`src/rtl/core/prtgb_pkg.sv`:
```
`timescale 1ns / 1ps
package prtgb_pkg;

    localparam int POSE_WORDS = 12;
    localparam int POSE_ROT   = 9;
    localparam int DIV_STEPS  = 32;

    localparam logic [2:0] CFG_ORIGIN_X    = 3'd0;
    localparam logic [2:0] CFG_ORIGIN_Y    = 3'd1;
    localparam logic [2:0] CFG_CELL_SIZE   = 3'd2;
    localparam logic [2:0] CFG_GRID_WIDTH  = 3'd3;
    localparam logic [2:0] CFG_GRID_HEIGHT = 3'd4;

    localparam logic REQ_POSE  = 1'b0;
    localparam logic REQ_POINT = 1'b1;

    localparam logic SEL_X = 1'b0;
    localparam logic SEL_Y = 1'b1;

    typedef struct packed {
        logic       pose_we;
        logic       load_pt;
        logic       mul_en;
        logic [3:0] mul_idx;
        logic [1:0] mul_col;
        logic       acc_en;
        logic [1:0] acc_row;
        logic       sat_en;
        logic       div_load;
        logic       div_sel;
        logic       div_step;
        logic       idx_en;
    } t_cmd;

    function automatic logic [1:0] k_row(input logic [3:0] k);
        logic [1:0] r;
        case (k)
            4'd0, 4'd1, 4'd2: r = 2'd0;
            4'd3, 4'd4, 4'd5: r = 2'd1;
            default:          r = 2'd2;
        endcase
        return r;
    endfunction

    function automatic logic [1:0] k_col(input logic [3:0] k);
        logic [1:0] c;
        case (k)
            4'd0, 4'd3, 4'd6: c = 2'd0;
            4'd1, 4'd4, 4'd7: c = 2'd1;
            default:          c = 2'd2;
        endcase
        return c;
    endfunction

endpackage

```
`src/rtl/core/prtgb_ctrl.sv`:
```
`timescale 1ns / 1ps
module prtgb_ctrl (
    input  logic           i_clk,
    input  logic           i_rst_n,
    input  logic           i_in_valid,
    input  logic           i_req_type,
    input  logic           i_out_stall,
    output logic           o_in_stall,
    output logic           o_out_valid,
    output prtgb_pkg::t_cmd o_cmd
);

    localparam logic [2:0] S_IDLE = 3'd0;
    localparam logic [2:0] S_MUL  = 3'd1;
    localparam logic [2:0] S_SAT  = 3'd2;
    localparam logic [2:0] S_LDX  = 3'd3;
    localparam logic [2:0] S_DIVX = 3'd4;
    localparam logic [2:0] S_LDY  = 3'd5;
    localparam logic [2:0] S_DIVY = 3'd6;
    localparam logic [2:0] S_IDX  = 3'd7;

    localparam logic [4:0] LAST_STEP = 5'(prtgb_pkg::DIV_STEPS - 1);
    localparam logic [4:0] MUL_LAST  = 5'(prtgb_pkg::POSE_ROT);

    logic [2:0] r_state, n_state;
    logic [4:0] r_cnt, n_cnt;
    logic       r_out_valid, n_out_valid;
    logic       accept;
    logic [3:0] k_prev;

    assign o_in_stall  = (r_state != S_IDLE);
    assign o_out_valid = r_out_valid;
    assign accept      = i_in_valid && (r_state == S_IDLE);
    assign k_prev      = r_cnt[3:0] - 4'd1;

    always_comb begin
        n_state     = r_state;
        n_cnt       = r_cnt;
        n_out_valid = r_out_valid && i_out_stall;
        o_cmd       = '0;
        case (r_state)
            S_IDLE: begin
                o_cmd.pose_we = accept && (i_req_type == prtgb_pkg::REQ_POSE);
                o_cmd.load_pt = accept && (i_req_type == prtgb_pkg::REQ_POINT);
                if (o_cmd.load_pt) begin
                    n_state = S_MUL;
                    n_cnt   = '0;
                end
            end
            S_MUL: begin
                o_cmd.mul_en  = (r_cnt < MUL_LAST);
                o_cmd.mul_idx = r_cnt[3:0];
                o_cmd.mul_col = prtgb_pkg::k_col(r_cnt[3:0]);
                o_cmd.acc_en  = (r_cnt != 5'd0);
                o_cmd.acc_row = prtgb_pkg::k_row(k_prev);
                n_cnt         = r_cnt + 5'd1;
                if (r_cnt == MUL_LAST) begin
                    n_state = S_SAT;
                end
            end
            S_SAT: begin
                o_cmd.sat_en = 1'b1;
                n_state      = S_LDX;
            end
            S_LDX: begin
                o_cmd.div_load = 1'b1;
                o_cmd.div_sel  = prtgb_pkg::SEL_X;
                n_cnt          = '0;
                n_state        = S_DIVX;
            end
            S_DIVX: begin
                o_cmd.div_step = 1'b1;
                n_cnt          = r_cnt + 5'd1;
                if (r_cnt == LAST_STEP) begin
                    n_state = S_LDY;
                end
            end
            S_LDY: begin
                o_cmd.div_load = 1'b1;
                o_cmd.div_sel  = prtgb_pkg::SEL_Y;
                n_cnt          = '0;
                n_state        = S_DIVY;
            end
            S_DIVY: begin
                o_cmd.div_step = 1'b1;
                n_cnt          = r_cnt + 5'd1;
                if (r_cnt == LAST_STEP) begin
                    n_state = S_IDX;
                end
            end
            S_IDX: begin
                if (!(r_out_valid && i_out_stall)) begin
                    o_cmd.idx_en = 1'b1;
                    n_out_valid  = 1'b1;
                    n_state      = S_IDLE;
                end
            end
            default: begin
                n_state = S_IDLE;
            end
        endcase
    end

    always_ff @(posedge i_clk) begin
        if (!i_rst_n) begin
            r_state     <= S_IDLE;
            r_cnt       <= '0;
            r_out_valid <= 1'b0;
        end else begin
            r_state     <= n_state;
            r_cnt       <= n_cnt;
            r_out_valid <= n_out_valid;
        end
    end

`ifndef ASSERT_OFF
    a_point_starts: assert property (@(posedge i_clk) disable iff (!i_rst_n)
        (accept && i_req_type == prtgb_pkg::REQ_POINT) |=> (r_state == S_MUL))
        else $error("point did not start multiply");
    a_idx_emits: assert property (@(posedge i_clk) disable iff (!i_rst_n)
        (r_state == S_IDX && !(r_out_valid && i_out_stall)) |=> r_out_valid)
        else $error("result not presented");
    a_valid_source: assert property (@(posedge i_clk) disable iff (!i_rst_n)
        $rose(r_out_valid) |-> ($past(r_state) == S_IDX))
        else $error("result without index step");
`endif

endmodule

```
`config.mk`:
```
export PLATFORM = sky130hd
export DESIGN_NAME = prtgb_ctrl
export DESIGN_NICKNAME = d
export VERILOG_FILES = /design/src/rtl/core/prtgb_pkg.sv /design/src/rtl/core/prtgb_ctrl.sv
export SDC_FILE = /design/constraint.sdc
export NUM_CORES = 1
export LEC_CHECK = 0
export ABC_AREA = 1
export BUFFER_PORTS_ARGS = -buffer_cell sky130_fd_sc_hd__buf_2
export CAP_MARGIN = 20
export CORE_UTILIZATION = 40
export CTS_CLUSTER_DIAMETER = 30
export CTS_CLUSTER_SIZE = 28
export DETAILED_ROUTE_END_ITERATION = 6
export PLACE_DENSITY = 0.61
export SLEW_MARGIN = 10
export SYNTH_ARGS = -nofsm -noshare
export SYNTH_HDL_FRONTEND = slang
export SYNTH_SLANG_ARGS = --single-unit
```
`constraint.sdc`:
```
create_clock -name i_clk -period 2.2 [get_ports i_clk]
set_input_delay 0.44 -clock i_clk [delete_from_list [all_inputs] [get_ports i_clk]]
set_output_delay 0.44 -clock i_clk [all_outputs]
set_load 0.03 [all_outputs]
```
==> summary.txt, run 1 <==
Pre-antenna DRT Iters: 4
Vias/cell: 4.779
R2R Path Start: r_cnt[1]$_SDFFE_PN0P_
CTS tree: yes
Status: completed
Slew headroom: 77.13%
Hold_sp: i_out_stall
Number of global-route vias before repair: 696
Gr usage total: 18.50%
Largest net degree at the start of global routing: 12
Bufs and invs on worst path: 3
Clock Tree Buf Depth: 2
First-pass GRT wire length: 2766 µm
Routability cong.: 0.8113
Hold path depth: 3
Max-Cap Viols: 0
Die ar.: 0.002061 mm²
Slowest cell on crit path: dfxtp_2
RSZ-0062 raised after global routing: no
Setup violators final: 0
Clock Sinks: 9
Final Non-Filler Cells: 172
# rows: 15
Core area: 0.001745 mm²
Number of remaining DRC errors: 0
CTS Buf Count: 3
Synthesized cell area: 753.2 µm²
Fmax: 482.9 MHz
H-Tree Depth: 1
Static Leak: 0.0004875 µW
Critical path's largest stage delay: 0.36 ns
Setup Skew: 0.0006785 ns
Initial core utilization: 43.15%
Total grt overflow: 0
Final period util: 94.14%
DP HPWL: 1359 µm
Worst VDD drop: 0.0004545 V
Initial antenna violation count: 0
Yosys reg bits: 9
Fin. Hold Viols: 0
# diodes: 0
Post-synthesis cell count: 122
Mapped Nets: 134
CTS root buffer: clkbuf_4
Post-DRT Antenna Nets: 0
Ports: 24
Dpl cells: 168
Hold EP: o_out_valid$_SDFF_PN0_
Crit path kind: flop to primary output
Worst r2r path cells: 10
Worst endpoint data arrival time: 1.63 ns
Nets: 160
DR iter-0 viols: 27
Worst-path fanout max: 9
Clk slew on worst S/H paths: 0.06 ns
WL/cell: 10.07 µm
Final sum of negative setup slack: 0 ns
Mean Syn Cell Area: 6.174 µm²
Setup crit start kind: flop
R2r setup slk: 0.63 ns
Post-route cell area: 935.9 µm²
Placed instance area: 887.1 µm²
Required time of the critical path: 1.76 ns
Crit path max-delay family: flip-flops
Die X: 45.40 µm
Crit-path cells: inv_2, ha_1, nor2_2, inv_1, a22oi_2, and3_1, clkbuf_4
Die span in y: 45.40 µm
Synthesis Warnings: 0
Post-layout min period: 2.071 ns
DR vias: 822
Worst setup EP type: primary output
Port bufs: 23
Post-CTS Setup Bufs: 0
Slew Viols, Final: 0
Pwr dens: 1046 mW/mm²
WL final: 1732 µm
Layout area overhead: 24.25%
Library cells used by synthesis: 24
Worst-Skew Late Latency: 0.26 ns
RR Endpoint: r_state[1]$_SDFFE_PN0P_
Post-synthesis sequential area ratio: 23.92%
Worst-Margin Slew: 0.3407 ns
Layout cells sized above 1: 27.21%
Worst hold path type: primary input to flop
timing repair:
action | 4_1_cts | 5_1_grt
setup endpoints to repair | 2 | 3
gates resized for setup | 2 | 7
hold buffers | 0 | 0
cloned | 0 | 0
worst register-to-register path, stage by stage (launching register included):
cell and delay [ns]:
dfxtp_2 0.38, ha_1 0.23, nand2_1 0.07, nor2_1 0.10, ha_1 0.15, inv_1 0.04, nand2_1 0.06, nand3_1 0.11
nor2_1 0.17, nand2_1 0.07, a21oi_1 0.13
layer usage:
layer | up-vias | global-route usage, % | wire length, µm
li1 | 437 | - | -
met1 | 361 | 25.67 | 911
met2 | 20 | 28.29 | 737
met3 | 4 | 2.381 | 61
met4 | 0 | 8.485 | 22
met5 | - | 0 | 0
cell families after synthesis:
kind of cell               after synthesis  share of synthesized area (%)
buffers and inverters                   22                          11.63
adders and majority gates                7                          11.63
xor gates and xnor gates                 2                          2.326
DFF                                      9                          23.92
and+or+nand+nor                         59                          33.72
AOI/OAI and AO/OA                       23                          16.78
worst max-delay path by stage:
stage | start | to | slack, ns | cells past startpoint
floorplan | r_state[2]$_SDFFE_PN0P_ | o_cmd[16] | 0.15 | 3
global placement | r_cnt[1]$_SDFFE_PN0P_ | o_cmd[9] | 0.31 | 7
detailed placement | r_cnt[0]$_SDFFE_PN0P_ | o_cmd[9] | 0.25 | 7
CTS | r_cnt[0]$_SDFFE_PN0P_ | o_cmd[9] | 0.02 | 7
global route | r_cnt[0]$_SDFFE_PN0P_ | o_cmd[9] | 0.004 | 7
finish | r_cnt[0]$_SDFFE_PN0P_ | o_cmd[9] | 0.13 | 7
Yosys cell counts:
library cell   n  area [µm²]
nand2_1       24       90.09
nor2_1        21       78.83
inv_1         18       67.56
a21oi_1       11       55.05
dfxtp_1        9       180.2
ha_1           7       87.58
o21ai_0        7       35.03
nand3_1        3       15.01
nor3_1         3       15.01
and3_1         2       12.51
inv_2          2       7.510
nand4_1        2       12.51
xor2_1         2       17.52
a21oi_2        1       8.760
a22oi_1        1       7.510
a31oi_1        1       6.260
buf_2          1       5.000
buf_4          1       7.510
nand2_2        1       6.260
nor2_2         1       6.260
nor3_2         1       10.01
nor3b_1        1       7.510
o21ai_1        1       5.000
o21ai_2        1       8.760
report_power, final:
| group | internal (µW) | switching, µW |
|---|---|---|
| Clock | 69.9 | 57.1 |
| Sequential | 192 | 38.9 |
| Combinational | 187 | 434 |
| Total | 449 | 530 |
state kept, by name, indices dropped and copies added, names as in the netlist:
| name | count |
|---|---|
| r_cnt | 5 |
| r_state | 3 |
| o_out_valid | 1 |
final cells by class:
cell class	count	area (µm²)
fillers	196	809.5
multi-input cells	91	500.5
flip-flops and latches	9	182.7
repair buffers	23	120.1
inverters	20	75.07
well taps	25	31.28
clock buffers	4	26.28
layout by cell type (no fill, tap or decap), types with 2 or more instances in the layout:
master / Yosys / layout
nand2_1: 24 / 24
buf_2: 1 / 21
nor2_1: 21 / 20
inv_1: 18 / 16
a21oi_1: 11 / 11
o21ai_0: 7 / 7
ha_1: 7 / 7
dfxtp_1: 9 / 7
clkbuf_4: 0 / 5
inv_2: 2 / 4
nand3_1: 3 / 3
nor3_1: 3 / 3
nor2_2: 1 / 2
and3_1: 2 / 2
nand4_1: 2 / 2
dfxtp_2: 0 / 2
per-stage QoR:
stage	util (%)	hold WS, ns	worst slack [ns]	power, µW
after global placement	50.82	0.4753	0.3147	826.8
after floorplan	-	0.4729	0.1459	700.8
final	53.62	0.4549	0.1290	979.4
after global routing	53.62	0.4718	0.003656	1076
after detailed placement	50.82	0.4901	0.2470	830.6
after CTS	52.40	0.4461	0.02132	963.0
Note: power is estimated with default switching activity, not from simulation.
==> run 2, diff against run 1 <==
--- a/config.mk
+++ b/config.mk
@@ -8,11 +8,13 @@
 export ABC_AREA = 1
 export BUFFER_PORTS_ARGS = -buffer_cell sky130_fd_sc_hd__buf_2
 export CAP_MARGIN = 20
-export CORE_UTILIZATION = 40
+export CELL_PAD_IN_SITES_DETAIL_PLACEMENT = 0
+export CELL_PAD_IN_SITES_GLOBAL_PLACEMENT = 1
+export CORE_UTILIZATION = 35
 export CTS_CLUSTER_DIAMETER = 30
 export CTS_CLUSTER_SIZE = 28
 export DETAILED_ROUTE_END_ITERATION = 6
-export PLACE_DENSITY = 0.61
+export PLACE_DENSITY = 0.77
 export SLEW_MARGIN = 10
 export SYNTH_ARGS = -nofsm -noshare
 export SYNTH_HDL_FRONTEND = slang
==> run 2 against run 1 <==
Net effect:
- via count increased by 0.73%
- flip-flop and latch count unchanged
- hold slack got worse by 0.0084 ns
- non-clock buffer count unchanged
- maximum frequency decreased by 1.2%
- worst setup slack got worse by 0.026 ns
- final cell count increased by 1.2%
- critical endpoint unchanged
- largest power group unchanged
- highest routed layer unchanged
==> summary.txt, run 2 (synthesis results as in run 1) <==
Fin. Hold Viols: 0 (unchanged)
Static Leak: 0.0004871 µW (about the same)
Initial core utilization: 37.62% (-5.5 points)
Number of remaining DRC errors: 0 (unchanged)
Setup violators final: 0 (unchanged)
Post-DRT Antenna Nets: 0 (unchanged)
DP HPWL: 1364 µm (+0.33%)
Clock Sinks: 9 (unchanged)
Max-Cap Viols: 0 (unchanged)
Hold path depth: 3 (unchanged)
CTS Buf Count: 3 (unchanged)
Worst VDD drop: 0.0004657 V (+2.5%)
Total grt overflow: 0 (unchanged)
Placed instance area: 889.6 µm² (+0.28%)
Routability cong.: 0.8169 (+0.69%)
Clock Tree Buf Depth: 2 (unchanged)
WL/cell: 9.914 µm (-1.5%)
Die ar.: 0.002342 mm² (+14%)
Worst-Margin Slew: 0.3350 ns (-0.005784 ns)
Setup crit start kind: flop
Hold EP: o_out_valid$_SDFF_PN0_
Port bufs: 23 (unchanged)
DR iter-0 viols: 21 (-22%)
CTS root buffer: clkbuf_4
Required time of the critical path: 1.76 ns (about the same)
Vias/cell: 4.759 (-0.43%)
Slew headroom: 77.52% (+0.39 points)
Clk slew on worst S/H paths: 0.06 ns (about the same)
Hold_sp: i_out_stall
Core area: 0.002002 mm² (+15%)
Largest Register: r_cnt
Worst-path fanout max: 9 (unchanged)
Most frequent cells in the layout: 24 x nand2_1, 22 x buf_2, 21 x nor2_1
RSZ-0062 raised after global routing: no
Post-route cell area: 923.4 µm² (-1.3%)
Worst r2r path cells: 10 (unchanged)
Nets: 160 (unchanged)
Layout area overhead: 22.59%
R2r setup slk: 0.62 ns (about the same)
Gr usage total: 15.94% (-2.6 points)
Layout cells sized above 1: 25.17% (-2.0 points)
DR vias: 828 (+0.73%)
Pwr dens: 1042 mW/mm² (-0.39%)
H-Tree Depth: 1 (unchanged)
Fmax: 476.9 MHz (-1.2%)
FILL cells: 238 (+21%)
Final Non-Filler Cells: 174 (+1.2%)
Initial antenna violation count: 0 (unchanged)
RR Endpoint: r_state[1]$_SDFFE_PN0P_
Largest net degree at the start of global routing: 12 (unchanged)
Crit path kind: flop to primary output
Pre-antenna DRT Iters: 4 (unchanged)
Final sum of negative setup slack: 0 ns (unchanged)
Post-layout min period: 2.097 ns (+0.02578 ns)
Worst endpoint data arrival time: 1.66 ns (+0.03 ns)
Die span in y: 48.39 µm (+6.6%)
R2R Path Start: r_cnt[1]$_SDFFE_PN0P_
Status: completed
Setup Skew: 0.006873 ns (+0.006194 ns)
Worst hold path type: primary input to flop
Final period util: 95.31% (+1.2 points)
Dpl cells: 170 (+1.2%)
# diodes: 0 (unchanged)
Worst setup EP type: primary output
# rows: 16 (+1)
First-pass GRT wire length: 2973 µm (+7.5%)
Max reg flops: 5 (unchanged)
Number of global-route vias before repair: 682 (-2.0%)
Worst-Skew Late Latency: 0.26 ns (about the same)
Ports: 24 (unchanged)
CTS tree: yes
Post-CTS Setup Bufs: 0 (unchanged)
Die X: 48.39 µm (+6.6%)
Slew Viols, Final: 0 (unchanged)
WL final: 1725 µm (-0.40%)
Commonest non-fill, non-tap cell in the layout: nand2_1
-- run 2: worst max-delay path, cell delays in order (launching register included) --
cell and delay, ns:
dfxtp_2 0.36, inv_2 0.09, ha_1 0.21, nor2_1 0.14, inv_1 0.07, a22oi_1 0.17
and3_1 0.18, clkbuf_4 0.18
-- run 2: final cells by class --
cell class / count / area [µm²] / area share [%]
sequential: 9 / 185.2 / 20.05
timing repair buffer: 23 / 117.6 / 12.74
clock buffer: 4 / 26.28 / 2.846
multi-input combinational: 91 / 485.5 / 52.57
tap: 27 / 33.78 / 3.659
inverter: 20 / 75.07 / 8.130
-- run 2: per-stage QoR --
step                      hold slack [ns]  utilization (%)  power (µW)  setup WS [ns]
after floorplan                    0.4729                -       700.8         0.1459
after global placement             0.4742            44.44       832.0         0.2454
after detailed placement           0.4891            44.44       831.6         0.2449
after CTS                          0.4404            45.81       963.8        0.04354
after global routing               0.4597            46.13        1044       0.002986
final                              0.4465            46.13       962.5         0.1032
-- run 2: what timing repair did --
action	in CTS	in global routing
setup endpoints to repair	2	2
resized for setup	2	4
hold buffers	0	0
-- run 2: routing by layer --
metal / wire [µm] / track usage (%)
met1: 934 / 23.84
met2: 679 / 22.54
met3: 84 / 1.887
met4: 27 / 7.353
met5: 0 / 0
-- run 2: worst max-delay path by stage --
| stage | to | start | slack (ns) | depth (start not counted) |
|---|---|---|---|---|
| after floorplan | o_cmd[16] | r_state[2]$_SDFFE_PN0P_ | 0.15 | 3 |
| after global placement | o_cmd[9] | r_cnt[1]$_SDFFE_PN0P_ | 0.25 | 7 |
| after detailed placement | o_cmd[9] | r_cnt[1]$_SDFFE_PN0P_ | 0.24 | 7 |
| after CTS | o_cmd[9] | r_cnt[0]$_SDFFE_PN0P_ | 0.04 | 7 |
| after global routing | o_cmd[9] | r_cnt[0]$_SDFFE_PN0P_ | 0.003 | 7 |
| final | o_cmd[9] | r_cnt[0]$_SDFFE_PN0P_ | 0.10 | 7 |
-- run 2: report_power, final --
part           switching, µW  leakage, µW  total, µW  internal [µW]
Clock                   57.9    0.0000150        128           69.9
Sequential              39.5    0.0000742        232            192
Combinational            427     0.000398        603            176
Total                    524     0.000487        963            438
==> run 3, diff against run 2 <==
==> constraint.sdc (replaced) <==
create_clock -name i_clk -period 2.7 [get_ports i_clk]
set_input_delay 0.54 -clock i_clk [delete_from_list [all_inputs] [get_ports i_clk]]
set_output_delay 0.54 -clock i_clk [all_outputs]
set_load 0.03 [all_outputs]
==> run 3 against run 2 <==
Net effect:
- final area fell by 0.81%
- die area did not move
- critical endpoint unchanged
- routed wire length is 0.64% higher
- power down 19%
- first-iteration DRC count unchanged
- register-to-register slack better by 0.41 ns
- global-route usage shrank 0.13 points
- critical path depth stayed put
- non-clock buffer count is the same
- flip-flop and latch count unchanged
==> summary.txt, run 3 (synthesis results as in run 1) <==
Slowest cell on crit path: dfxtp_1
Max-Cap Viols: 0 (unchanged)
Crit path max-delay family: flip-flops
CTS tree: yes
Initial antenna violation count: 0 (unchanged)
Initial core utilization: 37.62% (unchanged)
Required time of the critical path: 2.16 ns (+0.40 ns)
Pwr dens: 852.1 mW/mm² (-18%)
Worst setup EP type: primary output
Layout area overhead: 21.59%
Pre-antenna DRT Iters: 4 (unchanged)
RR Endpoint: r_state[1]$_SDFFE_PN0P_
Worst endpoint data arrival time: 1.80 ns (+0.14 ns)
Worst r2r path cells: 10 (unchanged)
Static Leak: 0.0004863 µW (-0.17%)
Nets: 160 (unchanged)
H-Tree Depth: 1 (unchanged)
WL final: 1736 µm (+0.64%)
FILL cells: 241 (+1.3%)
Most frequent cells in the layout: 24 x nand2_1, 23 x buf_2, 21 x nor2_1
Commonest non-fill, non-tap cell in the layout: nand2_1
Layout cells sized above 1: 22.45% (-2.7 points)
Hold_sp: o_out_valid$_SDFF_PN0_
Final period util: 86.76%
Critical path's most frequent cell: inv_1
Post_cts resized: 0 (-2)
First-pass GRT wire length: 2953 µm (-0.67%)
WL/cell: 9.977 µm (+0.64%)
Critical path's largest stage delay: 0.43 ns (+0.07 ns)
Slew Viols, Final: 0 (unchanged)
# rows: 16 (unchanged)
Worst hold path type: flop to flop
DP HPWL: 1364 µm (unchanged)
Clk slew on worst S/H paths: 0.06 ns (about the same)
Die X: 48.39 µm (unchanged)
Port bufs: 23 (unchanged)
Number of global-route vias before repair: 676 (-0.88%)
Worst VDD drop: 0.0003784 V (-19%)
Status: completed
Hold path depth: 2 (-1)
Core area: 0.002002 mm² (unchanged)
# diodes: 0 (unchanged)
RSZ-0062 raised after global routing: no
Post-DRT Antenna Nets: 0 (unchanged)
Worst-path fanout max: 6 (-3)
DR vias: 832 (+0.48%)
Crit-path cells: inv_1, ha_1, nor2_1, inv_1, a22oi_1, and3_1, buf_2
CTS Buf Count: 3 (unchanged)
Final sum of negative setup slack: 0 ns (unchanged)
Setup Skew: 0.003528 ns (-0.003344 ns)
Setup violators final: 0 (unchanged)
Fmax: 426.9 MHz
Post-layout min period: 2.342 ns
Total grt overflow: 0 (unchanged)
Fin. Hold Viols: 0 (unchanged)
Gr usage total: 15.80% (-0.13 points)
Clock Tree Buf Depth: 2 (unchanged)
Post-CTS Setup Bufs: 0 (unchanged)
Clock Sinks: 9 (unchanged)
Hold EP: o_out_valid$_SDFF_PN0_
DR iter-0 viols: 21 (unchanged)
Max reg flops: 5 (unchanged)
Worst-Margin Slew: 0.3263 ns (-0.008621 ns)
Vias/cell: 4.782 (+0.48%)
Routability cong.: 0.8169 (unchanged)
Largest Register: r_cnt
CTS root buffer: clkbuf_4
Cts hold-fix bufs: 0 (unchanged)
Die span in y: 48.39 µm (unchanged)
Slew headroom: 78.10% (+0.58 points)
Setup crit start kind: flop
R2r setup slk: 1.03 ns (+0.41 ns)
Number of remaining DRC errors: 0 (unchanged)
Crit path kind: flop to primary output
Worst-Skew Late Latency: 0.26 ns (about the same)
Ports: 24 (unchanged)
Bufs and invs on worst path: 3 (unchanged)
R2R Path Start: r_cnt[1]$_SDFFE_PN0P_
Die ar.: 0.002342 mm² (unchanged)
Pwr Total: 780.4 µW (-19%)
Largest net degree at the start of global routing: 12 (unchanged)
[run 3: cell count changes in the layout (fill, tap and decap cells not counted)]
cell and change:
inv_2 -2, clkbuf_4 -1, inv_1 +2, dfxtp_4 -1, dfxtp_1 +2, buf_2 +1
dfxtp_2 -1
[run 3: layout make-up]
type / instances / area [µm²] / share of cell area (%)
sequential: 9 / 180.2 / 19.67
clock buffer: 4 / 26.28 / 2.869
multi-input combinational: 91 / 485.5 / 53.01
tap: 27 / 33.78 / 3.689
timing repair buffer: 23 / 115.1 / 12.57
inverter: 20 / 75.07 / 8.197
[run 3: per-layer routing]
metal  wire, µm  global-route usage [%]
met2        686                   22.07
met1        946                   23.84
met3         72                   1.887
met4         31                   7.353
met5          0                       0
[run 3: worst register-to-register path: stages, from the launching register on]
cell	delay (ns)
dfxtp_1	0.43
ha_1	0.25
nand2_1	0.07
nor2_1	0.12
ha_1	0.15
inv_1	0.04
nand2_1	0.05
nand3_1	0.11
nor2_1	0.18
nand2_1	0.08
a21oi_1	0.14
[run 3: through the flow]
stage          hold slack, ns  setup slack, ns  instance area [µm²]  instances  util, %
2_1_floorplan          0.4729           0.5459                753.2        122        -
3_3_place_gp           0.4742           0.6453                889.6        170    44.44
3_5_place_dp           0.4891           0.6449                889.6        170    44.44
4_1_cts                0.4992           0.3584                915.9        174    45.75
5_1_grt                0.5395           0.2261                915.9        174    45.75
6_report               0.4987           0.3575                915.9        174    45.75
[run 3: worst max-delay path by stage]
stage | from | to | slack, ns | depth (start not counted)
detailed placement | r_cnt[1]$_SDFFE_PN0P_ | o_cmd[9] | 0.64 | 7
global placement | r_cnt[1]$_SDFFE_PN0P_ | o_cmd[9] | 0.65 | 7
floorplan | r_state[2]$_SDFFE_PN0P_ | o_cmd[16] | 0.55 | 3
CTS | r_cnt[1]$_SDFFE_PN0P_ | o_cmd[9] | 0.36 | 7
finish | r_cnt[1]$_SDFFE_PN0P_ | o_cmd[9] | 0.36 | 7
global route | r_cnt[1]$_SDFFE_PN0P_ | o_cmd[9] | 0.23 | 7
[run 3: report_power, final]
group          internal (µW)  switching (µW)  total, µW  leakage (µW)
clock                   57.0            48.5        106     0.0000150
sequential               154            30.9        185     0.0000730
combinational            142             348        490      0.000398
total                    353             427        780      0.000486
